## src/design/assert_macros.svh

```systemverilog
// Assertion macros for the RTL of the LED frame encoder, included by the top level
`ifndef ASSERT_MACROS_SVH
`define ASSERT_MACROS_SVH
`ifndef SYNTHESIS
`define LPF_ASSERT(lbl, clk, rstn, prop) \
  lbl: assert property (@(posedge clk) disable iff (!rstn) prop) \
    else $error("assertion failed");
`define LPF_ASSERT_ALWAYS(lbl, clk, prop) \
  lbl: assert property (@(posedge clk) prop) else $error("assertion failed");
`else
`define LPF_ASSERT(lbl, clk, rstn, prop)
`define LPF_ASSERT_ALWAYS(lbl, clk, prop)
`endif
`endif

```

## src/design/ledpwm_pkg.sv

```systemverilog
// Types, constants and the gamma table of the LED frame encoder
`timescale 1ns / 1ps
package ledpwm_pkg;

  localparam int TRAILING_ZEROS = 41;
  localparam int BITS_PER_PIXEL = 24;
  localparam int CNT_W          = 6;
  localparam int GAIN_W         = 17;

  typedef enum logic [1:0] {
    FUNC_START = 2'd0,
    FUNC_PIXEL = 2'd1,
    FUNC_END   = 2'd2,
    FUNC_RSVD  = 2'd3
  } func_e;

  typedef enum logic [2:0] {
    CFG_DUTY_ONE   = 3'd0,
    CFG_DUTY_ZERO  = 3'd1,
    CFG_GAMMA_EN   = 3'd2,
    CFG_BRIGHTNESS = 3'd3
  } cfg_idx_e;

  typedef struct packed {
    logic [1:0] func;
    logic [7:0] red;
    logic [7:0] green;
    logic [7:0] blue;
  } pix_in_t;

  typedef struct packed {
    logic [15:0] duty;
    logic        last;
  } pix_out_t;

  // stage control passed between pipeline stages
  typedef struct packed {
    logic  vld;
    func_e func;
  } stg_ctrl_t;

  typedef logic [255:0][15:0] lut_t;

  function automatic logic [63:0] pow5_q16(logic [63:0] y);
    logic [63:0] p;
    p = y;
    for (int k = 0; k < 4; k++) begin
      p = (p * y) >> 16;
    end
    return p;
  endfunction

  // Q8.8 table of 255*(c/255)^2.2, evaluated at elaboration
  function automatic lut_t build_gam_lut();
    lut_t        lut;
    logic [63:0] tq;
    logic [63:0] lo;
    logic [63:0] hi;
    logic [63:0] mid;
    for (int c = 0; c < 256; c++) begin
      tq = (64'(c) * 64'd65536) / 64'd255;
      lo = 64'd0;
      hi = 64'd65536;
      for (int i = 0; i < 20; i++) begin
        if (lo < hi) begin
          mid = (lo + hi + 64'd1) >> 1;
          if (pow5_q16(mid) <= tq) begin
            lo = mid;
          end else begin
            hi = mid - 64'd1;
          end
        end
      end
      lut[c] = 16'((64'(c) * 64'(c) * lo) / 64'd65280);
    end
    return lut;
  endfunction

  localparam lut_t GAM_LUT = build_gam_lut();

endpackage

```

## src/design/ledpwm_lane.sv

```systemverilog
// One color lane: gamma lookup and brightness scaling of a channel, or the raw channel when gamma is off
`timescale 1ns / 1ps
module ledpwm_lane (
  input  logic                           clk_i,
  input  logic                           en_i,
  input  logic                           gamma_en_i,
  input  logic [ledpwm_pkg::GAIN_W-1:0]  gain_i,
  input  logic [7:0]                     chan_i,
  output logic [8:0]                     scaled_o
);

  logic [15:0] lut_val;
  logic [32:0] prod;
  logic [8:0]  scaled_d;
  logic [8:0]  scaled_q;

  always_comb begin
    lut_val  = ledpwm_pkg::GAM_LUT[chan_i];
    prod     = 33'(lut_val) * 33'(gain_i);
    scaled_d = gamma_en_i ? prod[32:24] : {1'b0, chan_i};
  end

  always_ff @(posedge clk_i) begin
    if (en_i) begin
      scaled_q <= scaled_d;
    end
  end

  assign scaled_o = scaled_q;

endmodule

```

## src/design/ledpwm_merge.sv

```systemverilog
// Merge stage: saturate the lane results and pack the GRB word
`timescale 1ns / 1ps
module ledpwm_merge (
  input  logic                  clk_i,
  input  logic                  rst_ni,
  input  ledpwm_pkg::stg_ctrl_t s1_i,
  input  logic [8:0]            red_i,
  input  logic [8:0]            green_i,
  input  logic [8:0]            blue_i,
  input  logic                  take_i,
  output logic                  s1_adv_o,
  output ledpwm_pkg::stg_ctrl_t s2_o,
  output logic [23:0]           word_o
);

  ledpwm_pkg::stg_ctrl_t s2_d, s2_q;
  logic [23:0]           word_q;
  logic                  s2_ready;

  function automatic logic [7:0] sat8(logic [8:0] v);
    return v[8] ? 8'hFF : v[7:0];
  endfunction

  always_comb begin
    s2_ready = !s2_q.vld || take_i;
    s1_adv_o = s1_i.vld && s2_ready;
    s2_d     = s2_q;
    if (s2_ready) begin
      s2_d = s1_i;
    end
  end

  always_ff @(posedge clk_i or negedge rst_ni) begin
    if (!rst_ni) begin
      s2_q <= '{vld: 1'b0, func: ledpwm_pkg::FUNC_START};
    end else begin
      s2_q <= s2_d;
    end
  end

  always_ff @(posedge clk_i) begin
    if (s1_adv_o) begin
      word_q <= {sat8(green_i), sat8(red_i), sat8(blue_i)};
    end
  end

  assign s2_o   = s2_q;
  assign word_o = word_q;

endmodule

```

## src/design/ledpwm_ser.sv

```systemverilog
// Serializer: emits one duty word per cycle from the loaded item while the output is not stalled
`timescale 1ns / 1ps
module ledpwm_ser (
  input  logic                  clk_i,
  input  logic                  rst_ni,
  input  ledpwm_pkg::stg_ctrl_t s2_i,
  input  logic [23:0]           word_i,
  input  logic [15:0]           duty_one_i,
  input  logic [15:0]           duty_zero_i,
  input  logic                  out_stall_i,
  output logic                  take_o,
  output ledpwm_pkg::stg_ctrl_t ser_o,
  output logic                  out_valid_o,
  output ledpwm_pkg::pix_out_t  out_data_o
);

  ledpwm_pkg::stg_ctrl_t           st_d, st_q;
  logic [23:0]                     word_d, word_q;
  logic [ledpwm_pkg::CNT_W-1:0]    cnt_d, cnt_q;
  logic [ledpwm_pkg::CNT_W-1:0]    cnt_last;
  logic                            is_last;
  logic                            done;

  always_comb begin
    unique case (st_q.func)
      ledpwm_pkg::FUNC_START: cnt_last = '0;
      ledpwm_pkg::FUNC_PIXEL: cnt_last = ledpwm_pkg::CNT_W'(ledpwm_pkg::BITS_PER_PIXEL - 1);
      ledpwm_pkg::FUNC_END:   cnt_last = ledpwm_pkg::CNT_W'(ledpwm_pkg::TRAILING_ZEROS - 1);
      default:                cnt_last = '0;
    endcase
    is_last = (cnt_q == cnt_last);
    done    = st_q.vld && is_last && !out_stall_i;
    take_o  = !st_q.vld || done;

    st_d   = st_q;
    word_d = word_q;
    cnt_d  = cnt_q;
    if (take_o) begin
      // load the next transaction, or go empty
      st_d   = s2_i;
      word_d = word_i;
      cnt_d  = '0;
    end else if (st_q.vld && !out_stall_i) begin
      word_d = {word_q[22:0], 1'b0};
      cnt_d  = cnt_q + 1'b1;
    end

    out_valid_o = st_q.vld;
    out_data_o.last = is_last;
    if (st_q.func == ledpwm_pkg::FUNC_PIXEL) begin
      out_data_o.duty = word_q[23] ? duty_one_i : duty_zero_i;
    end else begin
      out_data_o.duty = '0;
    end
  end

  always_ff @(posedge clk_i or negedge rst_ni) begin
    if (!rst_ni) begin
      st_q  <= '{vld: 1'b0, func: ledpwm_pkg::FUNC_START};
      cnt_q <= '0;
    end else begin
      st_q  <= st_d;
      cnt_q <= cnt_d;
    end
  end

  always_ff @(posedge clk_i) begin
    word_q <= word_d;
  end

  assign ser_o = st_q;

endmodule

```

## src/design/led_pixel_pwm_frame_encoder_core.sv

```systemverilog
// Top level: config registers, color lanes, merge stage and word serializer
// The first word of an item is registered through the stage-1, merge and serializer
// registers. The serializer emits one duty word per cycle while out_stall_i is low,
// so a pixel gives 24 words, a start 1 and an end 41; the lane and merge stages
// take the next item as the serializer drains. Unused code 3 is accepted and dropped.
// Reset (rst_ni low, async): pipeline empties, config returns to 60/30/off/65536.
`timescale 1ns / 1ps
`include "assert_macros.svh"
module led_pixel_pwm_frame_encoder_core (
  input  logic                 clk_i,
  input  logic                 rst_ni,
  input  logic                 in_valid_i,
  output logic                 in_stall_o,
  input  ledpwm_pkg::pix_in_t  in_data_i,
  output logic                 out_valid_o,
  input  logic                 out_stall_i,
  output ledpwm_pkg::pix_out_t out_data_o,
  input  logic                 cfg_valid_i,
  output logic                 cfg_ready_o,
  input  logic [2:0]           cfg_index_i,
  input  logic [16:0]          cfg_data_i
);

  logic [15:0]                   duty_one_q;
  logic [15:0]                   duty_zero_q;
  logic                          gamma_en_q;
  logic [ledpwm_pkg::GAIN_W-1:0] gain_q;

  ledpwm_pkg::stg_ctrl_t s1_d, s1_q;
  ledpwm_pkg::stg_ctrl_t s2;
  ledpwm_pkg::stg_ctrl_t ser_st;
  logic                  in_acc;
  logic                  in_keep;
  logic                  s1_adv;
  logic                  take;
  logic [8:0]            red_s, green_s, blue_s;
  logic [23:0]           word;

  assign cfg_ready_o = 1'b1;

  always_ff @(posedge clk_i or negedge rst_ni) begin
    if (!rst_ni) begin
      duty_one_q  <= 16'd60;
      duty_zero_q <= 16'd30;
      gamma_en_q  <= 1'b0;
      gain_q      <= ledpwm_pkg::GAIN_W'(65536);
    end else if (cfg_valid_i && cfg_ready_o) begin
      unique case (cfg_index_i)
        ledpwm_pkg::CFG_DUTY_ONE:   duty_one_q  <= cfg_data_i[15:0];
        ledpwm_pkg::CFG_DUTY_ZERO:  duty_zero_q <= cfg_data_i[15:0];
        ledpwm_pkg::CFG_GAMMA_EN:   gamma_en_q  <= cfg_data_i[0];
        ledpwm_pkg::CFG_BRIGHTNESS: gain_q      <= cfg_data_i;
        default: ;
      endcase
    end
  end

  always_comb begin
    in_stall_o = s1_q.vld && !s1_adv;
    in_acc     = in_valid_i && !in_stall_o;
    // drop the unused function code at the door
    in_keep    = in_acc && (in_data_i.func != ledpwm_pkg::FUNC_RSVD);
    s1_d       = s1_q;
    if (in_keep) begin
      s1_d.vld  = 1'b1;
      s1_d.func = ledpwm_pkg::func_e'(in_data_i.func);
    end else if (s1_adv) begin
      s1_d.vld = 1'b0;
    end
  end

  always_ff @(posedge clk_i or negedge rst_ni) begin
    if (!rst_ni) begin
      s1_q <= '{vld: 1'b0, func: ledpwm_pkg::FUNC_START};
    end else begin
      s1_q <= s1_d;
    end
  end

  ledpwm_lane u_lane_r (
    .clk_i, .en_i(in_keep), .gamma_en_i(gamma_en_q), .gain_i(gain_q),
    .chan_i(in_data_i.red), .scaled_o(red_s)
  );

  ledpwm_lane u_lane_g (
    .clk_i, .en_i(in_keep), .gamma_en_i(gamma_en_q), .gain_i(gain_q),
    .chan_i(in_data_i.green), .scaled_o(green_s)
  );

  ledpwm_lane u_lane_b (
    .clk_i, .en_i(in_keep), .gamma_en_i(gamma_en_q), .gain_i(gain_q),
    .chan_i(in_data_i.blue), .scaled_o(blue_s)
  );

  ledpwm_merge u_merge (
    .clk_i, .rst_ni, .s1_i(s1_q), .red_i(red_s), .green_i(green_s), .blue_i(blue_s),
    .take_i(take), .s1_adv_o(s1_adv), .s2_o(s2), .word_o(word)
  );

  ledpwm_ser u_ser (
    .clk_i, .rst_ni, .s2_i(s2), .word_i(word), .duty_one_i(duty_one_q),
    .duty_zero_i(duty_zero_q), .out_stall_i, .take_o(take), .ser_o(ser_st),
    .out_valid_o, .out_data_o
  );

  `LPF_ASSERT(a_gap_words_zero, clk_i, rst_ni, (out_valid_o && ser_st.func != ledpwm_pkg::FUNC_PIXEL) |-> (out_data_o.duty == 16'd0))
  `LPF_ASSERT(a_stall_needs_s1, clk_i, rst_ni, in_stall_o |-> s1_q.vld)
  `LPF_ASSERT(a_start_single, clk_i, rst_ni, (out_valid_o && ser_st.func == ledpwm_pkg::FUNC_START) |-> out_data_o.last)

endmodule
```

## config.mk

```make
export PLATFORM = sky130hd
export DESIGN_NAME = led_pixel_pwm_frame_encoder_core
export DESIGN_NICKNAME = d
export VERILOG_FILES = /design/src/design/ledpwm_pkg.sv /design/src/design/ledpwm_lane.sv /design/src/design/ledpwm_merge.sv /design/src/design/ledpwm_ser.sv /design/src/design/led_pixel_pwm_frame_encoder_core.sv
export VERILOG_INCLUDE_DIRS = /design/src /design/src/design
export SDC_FILE = /design/constraint.sdc
export NUM_CORES = 2
export LEC_CHECK = 0
export ABC_AREA = 1
export CAP_MARGIN = 20
export CORE_MARGIN = 2
export CORE_UTILIZATION = 30
export CTS_BUF_LIST = sky130_fd_sc_hd__clkbuf_16
export DETAILED_ROUTE_END_ITERATION = 7
export DONT_BUFFER_PORTS = 1
export GPL_TIMING_DRIVEN = 0
export PLACE_DENSITY = 0.52
export SYNTH_ARGS = -nofsm -noshare
export SYNTH_HDL_FRONTEND = slang
export SYNTH_HIERARCHICAL = 1
export SYNTH_SLANG_ARGS = --single-unit
```

## constraint.sdc

```tcl
create_clock -name clk_i -period 7.3 [get_ports clk_i]
set_input_delay 1.46 -clock clk_i [delete_from_list [all_inputs] [get_ports clk_i]]
set_output_delay 1.46 -clock clk_i [all_outputs]
set_load 0.01 [all_outputs]
```

## Word-level counts from Yosys, hierarchy flattened

Memory sizes are Yosys's and may differ from the RTL's.
Index checks and enable logic that the tools add are counted.

| storage, ports and cells | value |
|---|---|
| memory bits (read-only) | 12288 |
| bits in registers | 140 |
| memories | 3 |

Memories:

| memory | words | width | read ports | clocked after memory_dff | wr ports | line | source |
|---|---|---|---|---|---|---|---|
| (name not given) | 256 | 16 | 1 | 0 | 0 | ledpwm_lane.sv:18 | `lut_val = ledpwm_pkg::GAM_LUT[chan_i];` |
| (name not given) | 256 | 16 | 1 | 0 | 0 | ledpwm_lane.sv:18 |  |
| (name not given) | 256 | 16 | 1 | 0 | 0 | ledpwm_lane.sv:18 |  |

| operators by class | value |
|---|---|
| equal/unequal tests | 7 |
| order comparisons | 3 |
| muxes and demuxes | 15 |
| reduce and logical (&&, ||, !) cells | 21 |
| multipliers | 3 |
| $add $sub $neg | 1 |

Operator list:

| cell | number |
|---|---|
| multiplier 16 x 17 -> 33 bit | 3 |
| two-way mux 16 bit | 5 |
| two-way mux 24 bit | 2 |
| less-than comparator 8 x 9 -> 1 bit, second input constant | 3 |
| two-way mux 8 bit | 3 |
| two-way mux 6 bit | 2 |
| one-hot mux 6 bit (2 select lines) | 1 |
| AND reduction 2 bit | 4 |
| logical AND 1 bit | 7 |
| adder 6 x 1 -> 6 bit, second input constant | 1 |
| equality test 3 x 2 -> 1 bit, second input constant | 2 |
| equality test 6 bit | 1 |
| zero test 1 bit | 5 |
| nonzero test 2 bit | 2 |
| equality test 3 x 1 -> 1 bit, second input constant | 1 |
| zero test 3 bit | 1 |
| equality test 2 x 1 -> 1 bit, second input constant | 1 |
| equality test 2 bit, second input constant | 1 |
| logical OR 1 bit | 2 |
| two-way mux 1 bit | 2 |
| inequality test 2 bit, second input constant | 1 |

## Depth between registers and ports, before layout

| logic depth | value |
|---|---|
| depth in word-level cells | 14 |
| gate-level depth with buffers | 41 |
| depth with buffers taken out | 40 |

## Hierarchy

Netlist, hierarchy kept.

By module, submodules not included:

| module | cells each | instances | area an instance (µm²) |
|---|---|---|---|
| ledpwm_lane at u_lane_r | 1880 | 1 | 12738.5 |
| ledpwm_lane at u_lane_b | 1861 | 1 | 12650.9 |
| ledpwm_lane at u_lane_g | 1865 | 1 | 12645.9 |
| led_pixel_pwm_frame_encoder_core | 246 | 1 | 2220.9 |
| ledpwm_ser | 222 | 1 | 2062.0 |
| ledpwm_merge | 62 | 1 | 991.0 |

## Worst setup path after synthesis

OpenSTA, ideal clock, no wires.

| path | value |
|---|---|
| path kind | input -> register |
| from | input in_data_i[16] (netlist name) |
| to | register u_lane_r.scaled_q[7] (netlist: u_lane_r/scaled_o[7]) (data pin) |
| path slack | -1.151 ns |
| buffers on the path | 3 |
| stages | 38 |
| arrival time | 8.198 ns |
| path through | buf_2 inv_1 ha_1 buf_2 nand2_1 nand2_1 nand2_1 o21ai_0 nand2_1 o21ai_0 a2111o_1 o311ai_0 nand2_1 inv_2 buf_4 nand2_1 fa_1 fa_1 [... 2 more ...] fa_1 fa_1 inv_1 fa_1 inv_1 ha_1 nand2_1 nor2_1 and3_1 nand2_1 nor4_1 a21oi_1 nor4_1 nand2_1 nand2_1 nand2_1 nand3_1 nand2_1 |

| between the ends | value |
|---|---|
| longest elaborated chain between the ends | 4 |

RTL lines:

| item | line | source |
|---|---|---|
| start, declared | led_pixel_pwm_frame_encoder_core.sv:14 | `input ledpwm_pkg::pix_in_t in_data_i,` |
| memory (256 x 16 bit) | n/a |  |
| two-way mux 16 bit (not written as such) | ledpwm_lane.sv:18 |  |
| multiplier 16 x 17 -> 33 bit | ledpwm_lane.sv:19 | `prod = 33'(lut_val) * 33'(gain_i);` |
| two-way mux 8 bit | ledpwm_lane.sv:20 | `scaled_d = gamma_en_i ? prod[32:24] : {1'b0, chan_i};` |
| via u_lane_r.scaled_d[7] | ledpwm_lane.sv:14 | `logic [8:0] scaled_d;` |
| end signal, assigned | ledpwm_lane.sv:25 | `scaled_q <= scaled_d;` |
| end, declared | ledpwm_lane.sv:15 | `logic [8:0] scaled_q;` |

The timed path passes the listed nets, and every way through them passes these cells. The select of a mux whose other input is x is not followed.
A chain may end at the register's enable or synchronous reset.

## Worst setup path after layout

| path | value |
|---|---|
| from | input in_data_i[16] (netlist name) |
| to | register u_lane_r.scaled_q[8] (netlist: u_lane_r/scaled_o[8]) (data pin) |

| between the ends | value |
|---|---|
| longest elaborated chain between the ends | 3 |

RTL lines:

| item | line |
|---|---|
| memory (256 x 16 bit) | n/a |
| two-way mux 16 bit (not written as such) | ledpwm_lane.sv:18 |
| multiplier 16 x 17 -> 33 bit | ledpwm_lane.sv:19 |

Every way passes these cells. The select of a mux whose other input is x is not followed.

==> flow_summary.yaml <==
sta:
  final-setup-viol-count: 27
  period_needed_ps: 8410
  slew_viol_final: 0
  relSlewSlack_pct: 28.8
  max_freq_mhz: 119
  tightestPinTransition_ps: 1070
  finClkSkew_ps: 13.4
  period_share_pct: 115
  setup_ws_ps: -1110
  rsz0062_at_grt: "true"
  finalHoldViolCount: 0
die:
  die_x_um: 384
  die_h_um: 384
  dieArea_sq_um: 147000
  core_area_sq_um: 143000
  boundaryPins: 71
  initial_core_util_pct: 30.2
  rows: 139
clocking:
  root_buffer: "clkbuf_16"
  htreeDepth: 4
  clk_pin_slew_worst_paths_ps: 70
  clk_path_buf_depth: 2
  cts_inserted_buffers: 17
  cts_tree: "yes"
  clock_sinks: 140
  hold_buffers: 0
  worstSkewPairLatency_ps: 450
drt:
  avgRoutedWirePerCell_um: 25.9
  vias_per_cell: 5.48
  via_count: 45800
  drt_iter0_markers: 4201
  wl_mm: 217
  ant_nets: 0
  drtPass1Iterations: 6
  drc: 0
critical_path:
  cp.required_ps: 7500
  slowest_stage: "a21oi_1"
  critPathMaxFanout: 8
  cp-end-kind: "flip-flop"
  crit_type: "in -> reg"
  cp-start-kind: "input port"
  r2r-start: "gain_q[2]"
  critPathLaunch: "in_data_i[16]"
  crit_arrival_ps: 8610
  cpPeakStageDelay_ps: 590
synth:
  syn_nets: 7162
  netlist_area_sq_um: 43300
  ys_warn_count: 6
  synth_cells: 6135
  syn_avg_cell_area_sq_um: 7.06
status:
  violations: "negative setup slack"
  status: "finished, violations left"
layout:
  n_fill_cell: 15300
  multiInputGateArea_sq_um: 38600
  seqCellArea_sq_um: 3890
  final_nets: 7465
  synthToLayoutAreaGrowth_pct: 26.5
  drive_above_1_share_pct: 24.3
min_path:
  hold_start: "duty_zero_q[3]"
  hp-class: "reg -> reg"
global_routing:
  grt_pass1_wl_mm: 319
  grt_pass1_vias: 47400
  groute.usage.overall_pct: 29.2
  antenna_found_initial: 2
  grt_start_max_net_pins: 66
  grt-ovfl-total: 0
placement:
  portBuffers: 0
  pre_cts_ws_ps: -3110
  dp_hpwl_mm: 170
  globalplace.congestion: 1.04
job:
  cap_viol_max_count: 0
repair_timing:
item                                    in CTS  in global routing
gates resized for setup                    932                418
cloned                                       5                  4
pin swaps                                  266                222
endpoints found under the setup margin      27                 27
setup buffers                              189                 89
endpoints found under the hold margin        0                  0
layout by cell type, fill, tap and decap left out, types with 27 or more instances in the layout:
cell,count
a21oi_1,193
a21oi_2,64
a31oi_1,37
buf_12,38
buf_2,27
buf_4,256
buf_6,74
buf_8,29
clkbuf_1,39
clkinv_1,30
dfrtp_1,53
edfxtp_1,75
fa_1,581
fa_2,40
ha_1,296
ha_4,51
inv_1,919
inv_2,94
inv_4,28
nand2_1,1233
nand2_2,178
nand2_4,103
nand3_1,314
nand3_2,32
nand4_1,60
nor2_1,572
nor2_2,72
nor2_4,85
nor3_1,32
o211ai_1,50
o21ai_0,137
o21ai_1,65
o21ai_2,57
cell type report:
cell class                 instances  area share (%)
timing repair buffer             284            4.82
sequential                       140            7.11
multi-input combinational       4629            70.4
inverter                        1127            8.44
tap                             1903            4.35
buffer                           237            3.76
clock inverter                    14           0.272
timing repair inverter             2          0.0297
antenna                            1         0.00457
clock buffer                      18           0.822
state kept, by name, indices dropped and copies added, names as in the netlist:
name	cells
u_merge/s2_o	3
u_ser/out_valid_o	1
u_lane_g/scaled_o	9
u_ser/ser_o	2
s1_q	3
gain_q	17
gamma_en_q	1
u_merge/word_o	24
u_lane_r/scaled_o	9
u_ser/word_q	24
duty_one_q	16
u_lane_b/scaled_o	9
u_ser/cnt_q	6
duty_zero_q	16
worst paths after layout:
check	to	slack, ps	depth (start not counted)
min in group asynchronous	duty_one_q[6]	700	0
hold reg to reg	duty_zero_q[3]	460	2
setup / recovery	u_lane_r/scaled_o[8]	-1110	35
hold / removal	duty_zero_q[3]	460	2
max in group asynchronous	duty_zero_q[2]	6400	0
setup reg to reg	u_lane_r/scaled_o[8]	70	22
metrics by stage:
stage | area (sq um) | TNS (ps) | std cells | hold slack (ps) | util (%)
final | 54800 | -20810 | 8355 | 461 | 38.2
after global routing | 54800 | -26620 | 8354 | 473 | 38.2
after CTS | 52600 | -17720 | 8266 | 465 | 36.6
after detailed placement | 47000 | -67080 | 8042 | 455 | 32.8
after global placement | 46900 | -71810 | 8038 | 453 | 32.7
after floorplan | 44500 | -9570 | 6135 | 442 | -
routing by layer:
metal / routed length [um] / track usage [%] / part of all wire, % / up-vias
li1: - / - / - / 20100
met1: 86800 / 37.4 / 40 / 22700
met2: 98800 / 47.5 / 46 / 2288
met3: 16200 / 4.15 / 7.5 / 721
met4: 14800 / 15.8 / 6.8 / 2
met5: 12 / 0 / 0.0055 / -
critical path: cells and delay by family:
kind / cells / cell delay [ps]
AOI/OAI and AO/OA: 7 / 1640
adders and majority gates: 8 / 3460
and+or+nand+nor: 9 / 850
buffers and inverters: 11 / 1120
Power is not shown: default switching activity piles up to over one toggle a cycle in this logic, so the estimate is an artifact.
